File: src/rtl/nine_slice_quad_generator_unit_defines.svh
// Assertion macros for the nine-slice quad generator.
// Used by nsq_pipe and nsq_emit; expects i_clk and i_rst_n in scope.
`ifndef NINE_SLICE_QUAD_GENERATOR_UNIT_DEFINES_SVH
`define NINE_SLICE_QUAD_GENERATOR_UNIT_DEFINES_SVH
`ifndef SYNTHESIS
`define NSQ_ASSERT(lbl, prop, msg) \
    lbl: assert property (@(posedge i_clk) disable iff (!i_rst_n) prop) else $error(msg);
`define NSQ_ASSERT_NEXT(lbl, ante, cons, msg) \
    lbl: assert property (@(posedge i_clk) disable iff (!i_rst_n) ante |=> cons) else $error(msg);
`else
`define NSQ_ASSERT(lbl, prop, msg)
`define NSQ_ASSERT_NEXT(lbl, ante, cons, msg)
`endif
`endif

File: src/rtl/nsq_pkg.sv
// Shared types, constants and saturation helpers for the nine-slice quad generator.
// No dependencies.
package nsq_pkg;

    localparam int SLICE_MAX  = 32112;
    localparam int CORNER_MAX = 2048;
    localparam int DIV_QB     = 16;   // quotient bits
    localparam int DIV_DW     = 13;   // divisor width
    localparam int DIV_NW     = 31;   // dividend width
    localparam int X_W        = 18;   // signed screen boundary width
    localparam int U_W        = 20;   // signed texture boundary width

    typedef enum logic [3:0] {
        REG_TEX_LEFT       = 4'd0,
        REG_TEX_TOP        = 4'd1,
        REG_TEX_RIGHT      = 4'd2,
        REG_TEX_BOTTOM     = 4'd3,
        REG_SOURCE_WIDTH   = 4'd4,
        REG_SOURCE_HEIGHT  = 4'd5,
        REG_SLICE_FRACTION = 4'd6,
        REG_DRAWN_CORNER   = 4'd7
    } t_reg_idx;

    typedef struct packed {
        logic [16:0] tl;
        logic [16:0] tt;
        logic [16:0] tr;
        logic [16:0] tb;
        logic [14:0] sl;     // clamped slice fraction
        logic [11:0] cn;     // clamped drawn corner
        logic [27:0] slsw;   // sl * source_width
        logic [27:0] slmn;   // sl * min(source_width, source_height)
        logic [12:0] dsw;    // max(1, source_width)
        logic [12:0] dsh;    // max(1, source_height)
    } t_cfg;

    typedef struct packed {
        logic               strip;
        logic signed [15:0] x;
        logic signed [15:0] y;
        logic signed [15:0] w;
        logic signed [15:0] h;
        logic [15:0]        cs;
        logic [31:0]        tint;
    } t_req;

    typedef struct packed {
        logic [3:0][X_W-1:0] xs;
        logic [3:0][X_W-1:0] ys;
        logic [3:0][U_W-1:0] us;
        logic [3:0][U_W-1:0] vs;
        logic [31:0]         tint;
        logic [8:0]          mask;
    } t_geom;

    function automatic logic [15:0] sat_coord(input logic signed [X_W-1:0] v);
        logic [15:0] r;
        if (v > 18'sd32767)       r = 16'h7fff;
        else if (v < -18'sd32768) r = 16'h8000;
        else                      r = v[15:0];
        return r;
    endfunction

    function automatic logic [14:0] sat_len(input logic signed [X_W-1:0] v);
        logic [14:0] r;
        if (v < 18'sd0)           r = '0;
        else if (v > 18'sd32767)  r = 15'h7fff;
        else                      r = v[14:0];
        return r;
    endfunction

    function automatic logic [16:0] sat_uv(input logic signed [U_W-1:0] v);
        logic [16:0] r;
        if (v < 20'sd0)           r = '0;
        else if (v > 20'sd65536)  r = 17'h10000;
        else                      r = v[16:0];
        return r;
    endfunction

    // lowest set cell, row-major
    function automatic logic [3:0] first_cell(input logic [8:0] m);
        logic [3:0] k;
        k = 4'd0;
        for (int i = 8; i >= 0; i--) begin
            if (m[i]) k = 4'(i);
        end
        return k;
    endfunction

    function automatic logic [1:0] cell_col(input logic [3:0] k);
        logic [1:0] c;
        case (k)
            4'd0, 4'd3, 4'd6: c = 2'd0;
            4'd1, 4'd4, 4'd7: c = 2'd1;
            default:          c = 2'd2;
        endcase
        return c;
    endfunction

    function automatic logic [1:0] cell_row(input logic [3:0] k);
        logic [1:0] r;
        case (k)
            4'd0, 4'd1, 4'd2: r = 2'd0;
            4'd3, 4'd4, 4'd5: r = 2'd1;
            default:          r = 2'd2;
        endcase
        return r;
    endfunction

endpackage

File: src/rtl/nsq_emit.sv
// Quad emitter: walks the non-empty cells of one item into the output register, one quad per cycle when not stalled.
// Depends on nsq_pkg and the defines header.
`include "nine_slice_quad_generator_unit_defines.svh"
module nsq_emit (
    input  logic           i_clk,
    input  logic           i_rst_n,
    input  logic           i_valid,
    input  nsq_pkg::t_geom i_geom,
    output logic           o_take,
    output logic           o_out_valid,
    input  logic           i_out_stall,
    output logic [15:0]    o_quad_x,
    output logic [15:0]    o_quad_y,
    output logic [14:0]    o_quad_w,
    output logic [14:0]    o_quad_h,
    output logic [16:0]    o_quad_u0,
    output logic [16:0]    o_quad_v0,
    output logic [16:0]    o_quad_u1,
    output logic [16:0]    o_quad_v1,
    output logic [31:0]    o_tint_out,
    output logic           o_last_quad
);

    nsq_pkg::t_geom r_item;
    logic [8:0]     r_mask, n_mask;
    logic           r_ov, n_ov;
    logic           out_free, emit, take;
    logic [3:0]     k;
    logic [1:0]     qc, rc;
    logic [15:0]    r_x, r_y;
    logic [14:0]    r_w, r_h;
    logic [16:0]    r_u0, r_v0, r_u1, r_v1;
    logic [31:0]    r_tint;
    logic           r_last;

    assign out_free = !r_ov || !i_out_stall;
    assign emit     = (r_mask != '0) && out_free;
    assign take     = i_valid && ((i_geom.mask == '0) || (r_mask == '0)
                                  || (out_free && $onehot(r_mask)));
    assign o_take   = take;

    assign k  = nsq_pkg::first_cell(r_mask);
    assign qc = nsq_pkg::cell_col(k);
    assign rc = nsq_pkg::cell_row(k);

    always_comb begin
        n_mask = r_mask;
        if (emit) n_mask = r_mask & (r_mask - 9'd1);
        if (take && (i_geom.mask != '0)) n_mask = i_geom.mask;
        n_ov = r_ov;
        if (emit)          n_ov = 1'b1;
        else if (out_free) n_ov = 1'b0;
    end

    always_ff @(posedge i_clk) begin
        if (!i_rst_n) begin
            r_mask <= '0;
            r_ov   <= 1'b0;
        end else begin
            r_mask <= n_mask;
            r_ov   <= n_ov;
        end
    end

    always_ff @(posedge i_clk) begin
        if (take && (i_geom.mask != '0)) begin
            r_item <= i_geom;
        end
        if (emit) begin
            r_x    <= nsq_pkg::sat_coord($signed(r_item.xs[qc]));
            r_y    <= nsq_pkg::sat_coord($signed(r_item.ys[rc]));
            r_w    <= nsq_pkg::sat_len($signed(r_item.xs[qc + 2'd1]) - $signed(r_item.xs[qc]));
            r_h    <= nsq_pkg::sat_len($signed(r_item.ys[rc + 2'd1]) - $signed(r_item.ys[rc]));
            r_u0   <= nsq_pkg::sat_uv($signed(r_item.us[qc]));
            r_u1   <= nsq_pkg::sat_uv($signed(r_item.us[qc + 2'd1]));
            r_v0   <= nsq_pkg::sat_uv($signed(r_item.vs[rc]));
            r_v1   <= nsq_pkg::sat_uv($signed(r_item.vs[rc + 2'd1]));
            r_tint <= r_item.tint;
            r_last <= $onehot(r_mask);
        end
    end

    assign o_out_valid = r_ov;
    assign o_quad_x    = r_x;
    assign o_quad_y    = r_y;
    assign o_quad_w    = r_w;
    assign o_quad_h    = r_h;
    assign o_quad_u0   = r_u0;
    assign o_quad_v0   = r_v0;
    assign o_quad_u1   = r_u1;
    assign o_quad_v1   = r_v1;
    assign o_tint_out  = r_tint;
    assign o_last_quad = r_last;

    // an idle walk may load the next item while the last word waits
    `NSQ_ASSERT_NEXT(a_last_flag, emit && $onehot(r_mask), o_last_quad, "last cell not flagged")
    `NSQ_ASSERT_NEXT(a_mask_hold, r_ov && i_out_stall && (r_mask != '0), $stable(r_mask), "cell walk advanced under stall")
    `NSQ_ASSERT(a_load_idle, (take && (i_geom.mask != '0)) |-> (r_mask == '0 || $onehot(r_mask)), "item loaded over busy emitter")

endmodule
File: config.mk
export PLATFORM = sky130hd
export DESIGN_NAME = nsq_emit
export DESIGN_NICKNAME = d
export VERILOG_FILES = /design/src/rtl/nsq_pkg.sv /design/src/rtl/nsq_emit.sv
export VERILOG_INCLUDE_DIRS = /design/src /design/src/rtl
export SDC_FILE = /design/constraint.sdc
export NUM_CORES = 1
export LEC_CHECK = 0
export ABC_AREA = 1
export BUFFER_PORTS_ARGS = -buffer_cell sky130_fd_sc_hd__buf_2
export CORE_AREA = 2 2 198 200
export CTS_CLUSTER_DIAMETER = 150
export DETAILED_ROUTE_END_ITERATION = 7
export DIE_AREA = 0 0 200 202
export PLACE_DENSITY = 0.86
export SLEW_MARGIN = 20
export SYNTH_ARGS = -nofsm -noshare
export SYNTH_HDL_FRONTEND = slang
export SYNTH_SLANG_ARGS = --single-unit
export TNS_END_PERCENT = 50
File: constraint.sdc
create_clock -name i_clk -period 28.6 [get_ports i_clk]
set_input_delay 2.86 -clock i_clk [delete_from_list [all_inputs] [get_ports i_clk]]
set_output_delay 2.86 -clock i_clk [all_outputs]
set_load 0.01 [all_outputs]
* After elaboration in Yosys (flattened, before gate mapping)
Cells that the tools add are included.
** Operators by class
- Reduce and logical (&&, ||, !) cells :: 24
- Eq/ne operators :: 8
- Multiplexer cells :: 39
- Add/subtract/negate cells :: 13
- Magnitude comparators :: 20
- Bitwise gates (word level) :: 1
** Operators with widths (count)
- 20-bit binary-select mux with 2-bit select :: 4
- 18-bit binary-select mux with 2-bit select :: 4
- 20-bit by 18-bit > comparator with 1-bit output (second input constant) :: 4
- 20-bit by 1-bit less-than comparator with 1-bit output (second input constant) :: 4
- 20-bit two-way mux :: 4
- 18-bit by 16-bit > comparator with 1-bit output (second input constant) :: 4
- 18-bit two-way mux :: 4
- 17-bit two-way mux :: 4
- 18-bit by 1-bit less-than comparator with 1-bit output (second input constant) :: 2
- 18-bit by 16-bit less-than comparator with 1-bit output (second input constant) :: 2
- 4-bit two-way mux :: 9
- 18-bit subtractor :: 2
- 16-bit two-way mux :: 2
- 15-bit two-way mux :: 2
- 9-bit logical NOT :: 2
- 9-bit two-way mux :: 2
- 9-bit nonzero test :: 2
- 4-bit by 3-bit == test with 1-bit output (second input constant) :: 4
- 2-bit by 3-bit less-than comparator with 1-bit output (second input constant) :: 4
- 3-bit OR reduction :: 4
- 9-bit AND :: 1
- 9-bit by 1-bit subtractor with 9-bit output (second input constant) :: 1
- 1-bit by 1-bit adder with 2-bit output :: 4
- 4-bit by 1-bit == test with 1-bit output (second input constant) :: 2
- 13 further kinds :: 28
** Word-level totals
- Output and inout port bits :: 165
- Input bits :: 349
- Logic and storage cells :: 138
- Register bits :: 509

* Logic depth before layout (Yosys ltp)
Gate-level depths: netlist (run 1).
- Depth after elaboration :: 18
- Gate-level depth with buffers :: 34
- Depth with buffers taken out :: 30

* Least setup slack after synthesis (run 1)
No wires, ideal clock.
- Path kind :: input port to flip-flop
- Start :: input i_out_stall
- End :: register r_mask[7]
- Setup time :: 0.133 ns
- Cell stages on the path :: 6
- Data arrival time :: 11.522 ns
- Path buffers :: 0
- Path slack :: 16.946 ns
- Data required time :: 28.467 ns
- Cell sequence :: nand2_1 > inv_1 > nor2_1 > inv_1 > o41ai_1 > a21oi_1
** On the way
- Elaborated cells on any way between the ends :: 9
- Those cells by class :: 1 x mux; 8 x reduce/logical
** RTL lines
- start, declared :: line nsq_emit.sv:11 : input logic i_out_stall,
- 1-bit logical NOT :: line nsq_emit.sv:36 : assign out_free = !r_ov || !i_out_stall;
- 1-bit logical OR :: line nsq_emit.sv:36
- 1-bit logical AND :: line nsq_emit.sv:37 : assign emit = (r_mask != '0) && out_free;
- named net emit :: line nsq_emit.sv:27 : logic out_free, emit, take;
- 2-bit nonzero test (no line)
- end signal, assigned :: line nsq_emit.sv:60 : r_mask <= n_mask;
- end, declared :: line nsq_emit.sv:25 : logic [8:0] r_mask, n_mask;
The timed path passes the listed nets, and every way through them passes these cells.
A chain may end at the register's enable or synchronous reset.

* Worst setup path in the final report (run 1)
- Start :: register r_mask[0]
- End :: output o_take
** On the way
- Cells in the longest elaborated chain, start to end :: 8
- Elaborated cells on any way between the ends :: 10
- Those cells by class :: 4 x add/sub; 1 x eq/ne; 5 x reduce/logical
** Ends and longest elaborated chain
- 1-bit by 1-bit adder with 2-bit output (implied by the code) :: line nsq_emit.sv:39 : || (out_free && $onehot(r_mask)));
- 2-bit by 2-bit adder with 3-bit output (implied by the code) :: line nsq_emit.sv:39
- 3-bit by 3-bit adder with 4-bit output (implied by the code) :: line nsq_emit.sv:39
- 4-bit by 1-bit adder with 4-bit output (implied by the code) :: line nsq_emit.sv:39
- 4-bit by 1-bit == test with 1-bit output :: line nsq_emit.sv:39
- 1-bit logical AND :: line nsq_emit.sv:39
- 1-bit logical OR (*) :: line nsq_emit.sv:39
- 1-bit logical AND (*) :: line nsq_emit.sv:38 : assign take = i_valid && ((i_geom.mask == '0) || (r_mask == '0)
- end, declared :: line nsq_emit.sv:9 : output logic o_take,
Every way passes the cells marked *; elsewhere a longest branch is shown, timed or not.

==> results of run 1 <==
placed cells by master, fill, tap and decap left out, types with 7 or more instances in the layout:
cell type,instances
o22ai_1,46
nor2_4,7
o21ai_1,14
nand4_1,19
dfxtp_1,10
buf_2,513
nor3_1,10
o211ai_1,22
o221ai_1,9
inv_1,186
o21ai_0,62
a21o_1,7
fa_1,7
clkinv_1,9
nand2_1,310
inv_2,16
xnor2_1,12
nand2_2,18
edfxtp_1,499
clkbuf_16,50
ha_1,34
a31oi_1,7
diode_2,24
nor2_1,172
a221oi_1,30
buf_4,8
a21oi_1,78
nand3_1,84
clkinv_2,14
routing by layer:
metal  wire length [µm]  global-route usage [%]
met2              29200                    47.3
met5                 74                       0
met4               3720                    18.4
met3               5640                    6.61
met1              21700                    35.5
metrics by stage:
step / worst slack [ns] / hold slack (ns) / util, % / cells
detailed placement: 21.61 / 0.405 / 64.8 / 2770
global placement: 21.73 / 0.400 / 64.8 / 2770
finish: 21.50 / 0.418 / 69.3 / 2885
CTS: 21.47 / 0.418 / 69.1 / 2861
floorplan: 16.95 / 0.400 / - / 1792
global route: 21.34 / 0.420 / 69.2 / 2880
kinds of logic after synthesis:
family	after synthesis	share of synthesized area [%]
buffers and inverters	266	5.07
and+or+nand+nor	652	13.2
DFF	509	69.5
adders and majority gates	41	2.59
AOI/OAI and AO/OA	304	8.75
xor gates and xnor gates	20	0.922
worst max-delay path: stages, from the launching register on:
cell,delay [ns]
dfxtp_1,0.39
fa_1,0.56
inv_1,0.05
fa_1,0.49
fa_1,0.42
fa_1,0.37
inv_1,0.09
fa_1,0.41
nor3_1,0.44
a21oi_1,0.15
nor2_1,0.13
buf_2,0.15
worst paths after layout:
check | from | end | slack (ns) | cells past startpoint
worst max register to register | r_mask[0]$_SDFFE_PN0P_ | r_item[15]$_DFFE_PP_ | 22.03 | 14
worst min register to register | r_item[33]$_DFFE_PP_ | o_tint_out[24]$_DFFE_PP_ | 0.42 | 0
worst max-delay path | r_mask[0]$_SDFFE_PN0P_ | o_take | 21.50 | 11
worst min-delay path | r_item[33]$_DFFE_PP_ | o_tint_out[24]$_DFFE_PP_ | 0.42 | 0
state kept, by name, indices dropped and copies added, names as in the netlist:
signal,cells
o_quad_v0,17
r_mask,9
o_quad_u0,17
o_last_quad,1
o_quad_x,16
r_item,336
o_tint_out,32
o_quad_v1,17
o_quad_w,15
o_out_valid,1
o_quad_h,15
o_quad_y,16
o_quad_u1,17
final cells by class:
| type | instances | share of cell area (%) |
|---|---|---|
| Clock inverter | 35 | 1.34 |
| Inverter | 203 | 2.90 |
| Timing Repair Buffer | 523 | 10.0 |
| Antenna cell | 24 | 0.227 |
| Multi-Input combinational cell | 1017 | 21.0 |
| Clock buffer | 56 | 4.80 |
| Tap cell | 518 | 2.44 |
| Sequential cell | 509 | 57.3 |
==> results.sh, run 1 <==
export IMPL_outcome="complete, no violations"
export IMPL_clock_root_buffer="clkbuf_16"
export IMPL_commonest_register_cell_after_synthesis="edfxtp_1"
export IMPL_synth_yosys_warnings=0
export IMPL_placementRows=72
export IMPL_post_route_drc_count=0
export IMPL_yosys_area_top_type_share_pct=68.6
export IMPL_port_buffers=513
export IMPL_path_class="reg2out"
export IMPL_timing_worst_slew_pin_value_ns=1.17
export IMPL_grt_max_degree=169
export IMPL_cts_buffers=50
export IMPL_yosys_cell_count_top_type="edfxtp_1"
export IMPL_effective_utilization_at_floorplan_pct=57.1
export IMPL_post_cts_resized_instances=0
export IMPL_finalSetupViolations=0
export IMPL_slew_limit_headroom_pct=21.9
export IMPL_start_kind="flip-flop"
export IMPL_synth_seq_cells=509
export IMPL_syn_mean_instance_area_um2=12.2
export IMPL_fp_coreArea_mm2=0.0383
export IMPL_finalSetupTns_ns=0
export IMPL_cts_sinks=509
export IMPL_cts_root_to_sink_buffers=3
export IMPL_gp_congestion=0.911
export IMPL_placement_cell_area_mm2=0.0248
export IMPL_time_the_final_worst_path_needs_with_i_o_delays_and_setup_ns=7.10
export IMPL_synth_top_cell_by_area="edfxtp_1"
export IMPL_synth_area_mm2=0.0218
export IMPL_antenna_left=0
export IMPL_crit_fanout=5
export IMPL_multi_input_area_mm2=0.00557
export IMPL_yosys_top_cells_area="edfxtp_1 69%, nand2_1 5.3%, inv_1 3.2%"
export IMPL_worst_ep_required_time_ns=25.74
export IMPL_synth_to_final_area_change_pct=21.4
export IMPL_post_route_period_util_pct=24.8
export IMPL_async_reset_ff_share_pct=0
export IMPL_max_cap_violations=0
export IMPL_postSynthCellCount=1792
export IMPL_cp_end_kind="output pin"
export IMPL_design_final_nets=2694
export IMPL_initialDrtViolationCount=1662
export IMPL_route_final_wire_length_mm=60.4
export IMPL_first_global_vias=16500
export IMPL_max_clock_freq_mhz=141
export IMPL_hold_fix_buffers_at_cts=0
export IMPL_antenna_found_initial=28
export IMPL_fraction_of_layout_instances_using_a_drive_strength_above_1_pct=28.5
export IMPL_postSynthNetCount=2182
export IMPL_number_of_unique_standard_cell_types_used_by_synthesis=58
export IMPL_wire_per_inst_um=20.9
export IMPL_number_of_flops_mapped_to_enable_cells_by_yosys=499
export IMPL_finalMaxSlewViolations=0
export IMPL_cts_tree="yes"
export IMPL_grt_remaining_overflow=0
export IMPL_timing_critical_path_arrival_ns=4.24
export IMPL_firstDrtPassIters=8
export IMPL_ys_seq_area_share_pct=69.5
export IMPL_synth_cells_most_frequent="499 x edfxtp_1, 310 x nand2_1, 187 x inv_1"
export IMPL_detailed_place_hpwl_mm=41.3
export IMPL_ios=514
export IMPL_regArea_mm2=0.0152
export IMPL_drt_vias_per_instance=5.72
export IMPL_setup_repair_after_global_routing_missed_its_margin="false"
export IMPL_cts_reportedPaths_clkPinSlew_ns=0.06
export IMPL_postCtsSetupBuffers=0
export IMPL_detailroute_via_count=16500
export IMPL_skew_ns=0.0140
export IMPL_die_width_um=200
export IMPL_timing_hold_worst_class="reg2reg"
export IMPL_dieHeight_um=202
export IMPL_ctsHtreeMaxLevel=2
export IMPL_nFillCells=2561
export IMPL_dieArea_mm2=0.0404
export IMPL_grt_pass1_wl_mm=88.8
export IMPL_finalInstanceArea_mm2=0.0265
export IMPL_clkLatencyLatePin_ns=0.59
export IMPL_hold_viol=0
export IMPL_gr_usage_all_layers_pct=29.2
Power of run 1 is not shown: default switching activity piles up to over one toggle a cycle in this logic, so the estimate is an artifact.
==> inputs of run 2 (changes only) <==
CORE_AREA = not set   (was 2 2 198 200)
CORE_UTILIZATION = 54   (was not set)
DIE_AREA = not set   (was 0 0 200 202)
PLACE_DENSITY = 0.82   (was 0.86)
clock period = 7.2 ns   (was 28.6 ns; I/O delays follow)
==> run 2 against run 1 <==
Net effect:
- die area grew 2.1%
- critical endpoint is now r_item[133]$_DFFE_PP_
- flip-flop and latch count is the same
- sequential share of layout area shrank 0.15 points
- non-clock buffer count grew 2
- wire length shrank 2.1%
- global-route usage shrank 1.2 points
- register-to-register slack lost 20 ns
- critical path depth grew 3
- setup slack lost 20 ns
- utilization shrank 2.5 points
- via count shrank 1.4%
- count of clock-buffer cells in the layout grew 5
==> results.sh, run 2 (same netlist as run 1, synthesis figures left out) <==
export IMPL_post_route_drc_count=0
export IMPL_hold_viol=0
export IMPL_ios=514
export IMPL_number_of_cells_on_the_worst_reg_to_reg_path=14
export IMPL_max_cap_violations=0
export IMPL_hold_slack_ns=0.296
export IMPL_dieHeight_um=203
export IMPL_reg2reg_setup_slack_ns=1.87
export IMPL_gp_congestion=0.914
export IMPL_largest_register="r_item"
export IMPL_drt_vias_per_instance=5.62
export IMPL_antenna_left=0
export IMPL_route_final_wire_length_mm=59.1
export IMPL_clock_root_buffer="clkbuf_16"
export IMPL_effective_utilization_at_floorplan_pct=54.9
export IMPL_globalRouteMet1Util_pct=34.6
export IMPL_leading_cell_types_in_the_layout_fill_and_taps_excluded="513 x buf_2, 499 x edfxtp_1, 309 x nand2_1, 186 x inv_1, 171 x nor2_1"
export IMPL_cts_buffers=52
export IMPL_groute_layer_met2_usage_pct=46.5
export IMPL_finalSetupViolations=0
export IMPL_port_buffers=513
export IMPL_die_width_um=203
export IMPL_final_common_cell="buf_2"
export IMPL_detailed_place_hpwl_mm=41.6
export IMPL_first_global_vias=15800
export IMPL_time_the_final_worst_path_needs_with_i_o_delays_and_setup_ns=5.33
export IMPL_slew_limit_headroom_pct=26.0
export IMPL_cts_reportedPaths_clkPinSlew_ns=0.06
export IMPL_worst_ep_required_time_ns=7.40
export IMPL_skew_ns=0.0211
export IMPL_path_class="reg2reg"
export IMPL_dpl_cell_count=2779
export IMPL_clkLatencyLatePin_ns=0.59
export IMPL_largest_register_ffs=336
export IMPL_hold_fix_buffers_at_cts=0
export IMPL_rr_endpoint="r_item[133]$_DFFE_PP_"
export IMPL_post_cts_resized_instances=0
export IMPL_post_route_period_util_pct=74.0
export IMPL_timing_hold_worst_class="in2reg"
export IMPL_setup_repair_after_global_routing_missed_its_margin="false"
export IMPL_r2r_start="r_mask[1]$_SDFFE_PN0P_"
export IMPL_antenna_found_initial=26
export IMPL_fraction_of_layout_instances_using_a_drive_strength_above_1_pct=28.6
export IMPL_postCtsSetupBuffers=0
export IMPL_global_route_usage_met3_pct=5.63
export IMPL_firstDrtPassIters=5
export IMPL_fp_coreArea_mm2=0.0398
export IMPL_dieArea_mm2=0.0413
export IMPL_setup_slack_ns=1.87
export IMPL_ctsHtreeMaxLevel=2
export IMPL_cts_sinks=509
export IMPL_max_clock_freq_mhz=188
export IMPL_grt_remaining_overflow=0
export IMPL_finalMaxSlewViolations=0
export IMPL_place_ws_ns=1.89
export IMPL_crit_fanout=81
export IMPL_timing_critical_path_arrival_ns=5.53
export IMPL_timing_worst_slew_pin_value_ns=1.11
export IMPL_grt_pass1_wl_mm=87.4
export IMPL_start_kind="flip-flop"
export IMPL_placementRows=73
export IMPL_cp_end_kind="flip-flop"
export IMPL_cts_tree="yes"
export IMPL_outcome="complete, no violations"
export IMPL_initialDrtViolationCount=1451
export IMPL_cts_root_to_sink_buffers=3
export IMPL_synth_to_final_area_change_pct=21.7
export IMPL_layout_cells_non_filler=2896
export IMPL_grt_max_degree=148
export IMPL_wire_per_inst_um=20.4
export IMPL_global_route_peak_usage_layer="met2"
export IMPL_nFillCells=2893
export IMPL_endpoint="r_item[133]$_DFFE_PP_"
export IMPL_worst_setup_path_startpoint="r_mask[1]$_SDFFE_PN0P_"
export IMPL_detailroute_via_count=16300
export IMPL_gr_usage_all_layers_pct=28.0
export IMPL_design_final_nets=2698
-- run 2: changes by cell type in the layout (fill, tap and decap cells not counted), sizes merged --
cell	before	now
clkinvlp	1	3
clkinv	26	23
clkbuf	56	61
buf	523	525
diode	24	22
-- run 2: metal layers --
metal / share of wire [%] / vias up / routed length [µm]
li1: - / 7414 / -
met1: 37 / 7738 / 21800
met2: 50 / 952 / 29400
met3: 8.8 / 175 / 5210
met4: 4.5 / 6 / 2650
met5: 0.073 / - / 43
-- run 2: worst min path at each step --
stage / start / endpoint / depth (start not counted)
after CTS: i_geom[158] / r_item[158]$_DFFE_PP_ / 1
final: i_geom[158] / r_item[158]$_DFFE_PP_ / 1
after detailed placement: r_item[21]$_DFFE_PP_ / o_tint_out[12]$_DFFE_PP_ / 0
after global routing: i_geom[326] / r_item[326]$_DFFE_PP_ / 1
after global placement: r_item[23]$_DFFE_PP_ / o_tint_out[14]$_DFFE_PP_ / 0
after floorplan: r_item[9]$_DFFE_PP_ / o_tint_out[0]$_DFFE_PP_ / 0
-- run 2: layout make-up --
| class | count | area [µm²] | share of cell area (%) |
|---|---|---|---|
| repair buffers | 525 | 2670 | 10.1 |
| flip-flops and latches | 509 | 15200 | 57.1 |
| clock buffers | 61 | 1340 | 5.02 |
| clock inverters | 34 | 339 | 1.28 |
| well taps | 525 | 657 | 2.47 |
| inverters | 203 | 766 | 2.88 |
| multi-input cells | 1017 | 5570 | 21.0 |
| diodes | 22 | 55.1 | 0.207 |
-- run 2: worst max-delay path, stage by stage (launching register included) --
cell	delay [ns]
dfxtp_1	0.47
fa_1	0.46
inv_1	0.08
fa_1	0.42
fa_1	0.47
fa_1	0.37
inv_1	0.10
fa_2	0.43
nor3_1	0.29
a21oi_1	0.12
nor2_2	0.12
nand2_2	0.21
clkinvlp_4	0.16
buf_4	0.33
buf_4	0.84
-- run 2: stage by stage --
| stage | area, µm² | setup TNS [ns] | util [%] |
|---|---|---|---|
| finish | 26600 | 0 | 66.8 |
| detailed placement | 24900 | 0 | 62.4 |
| floorplan | 21900 | -429.93 | - |
| CTS | 26500 | 0 | 66.6 |
| global placement | 24800 | 0 | 62.4 |
| global route | 26600 | 0 | 66.7 |
Power of run 2 is left out for the same reason.
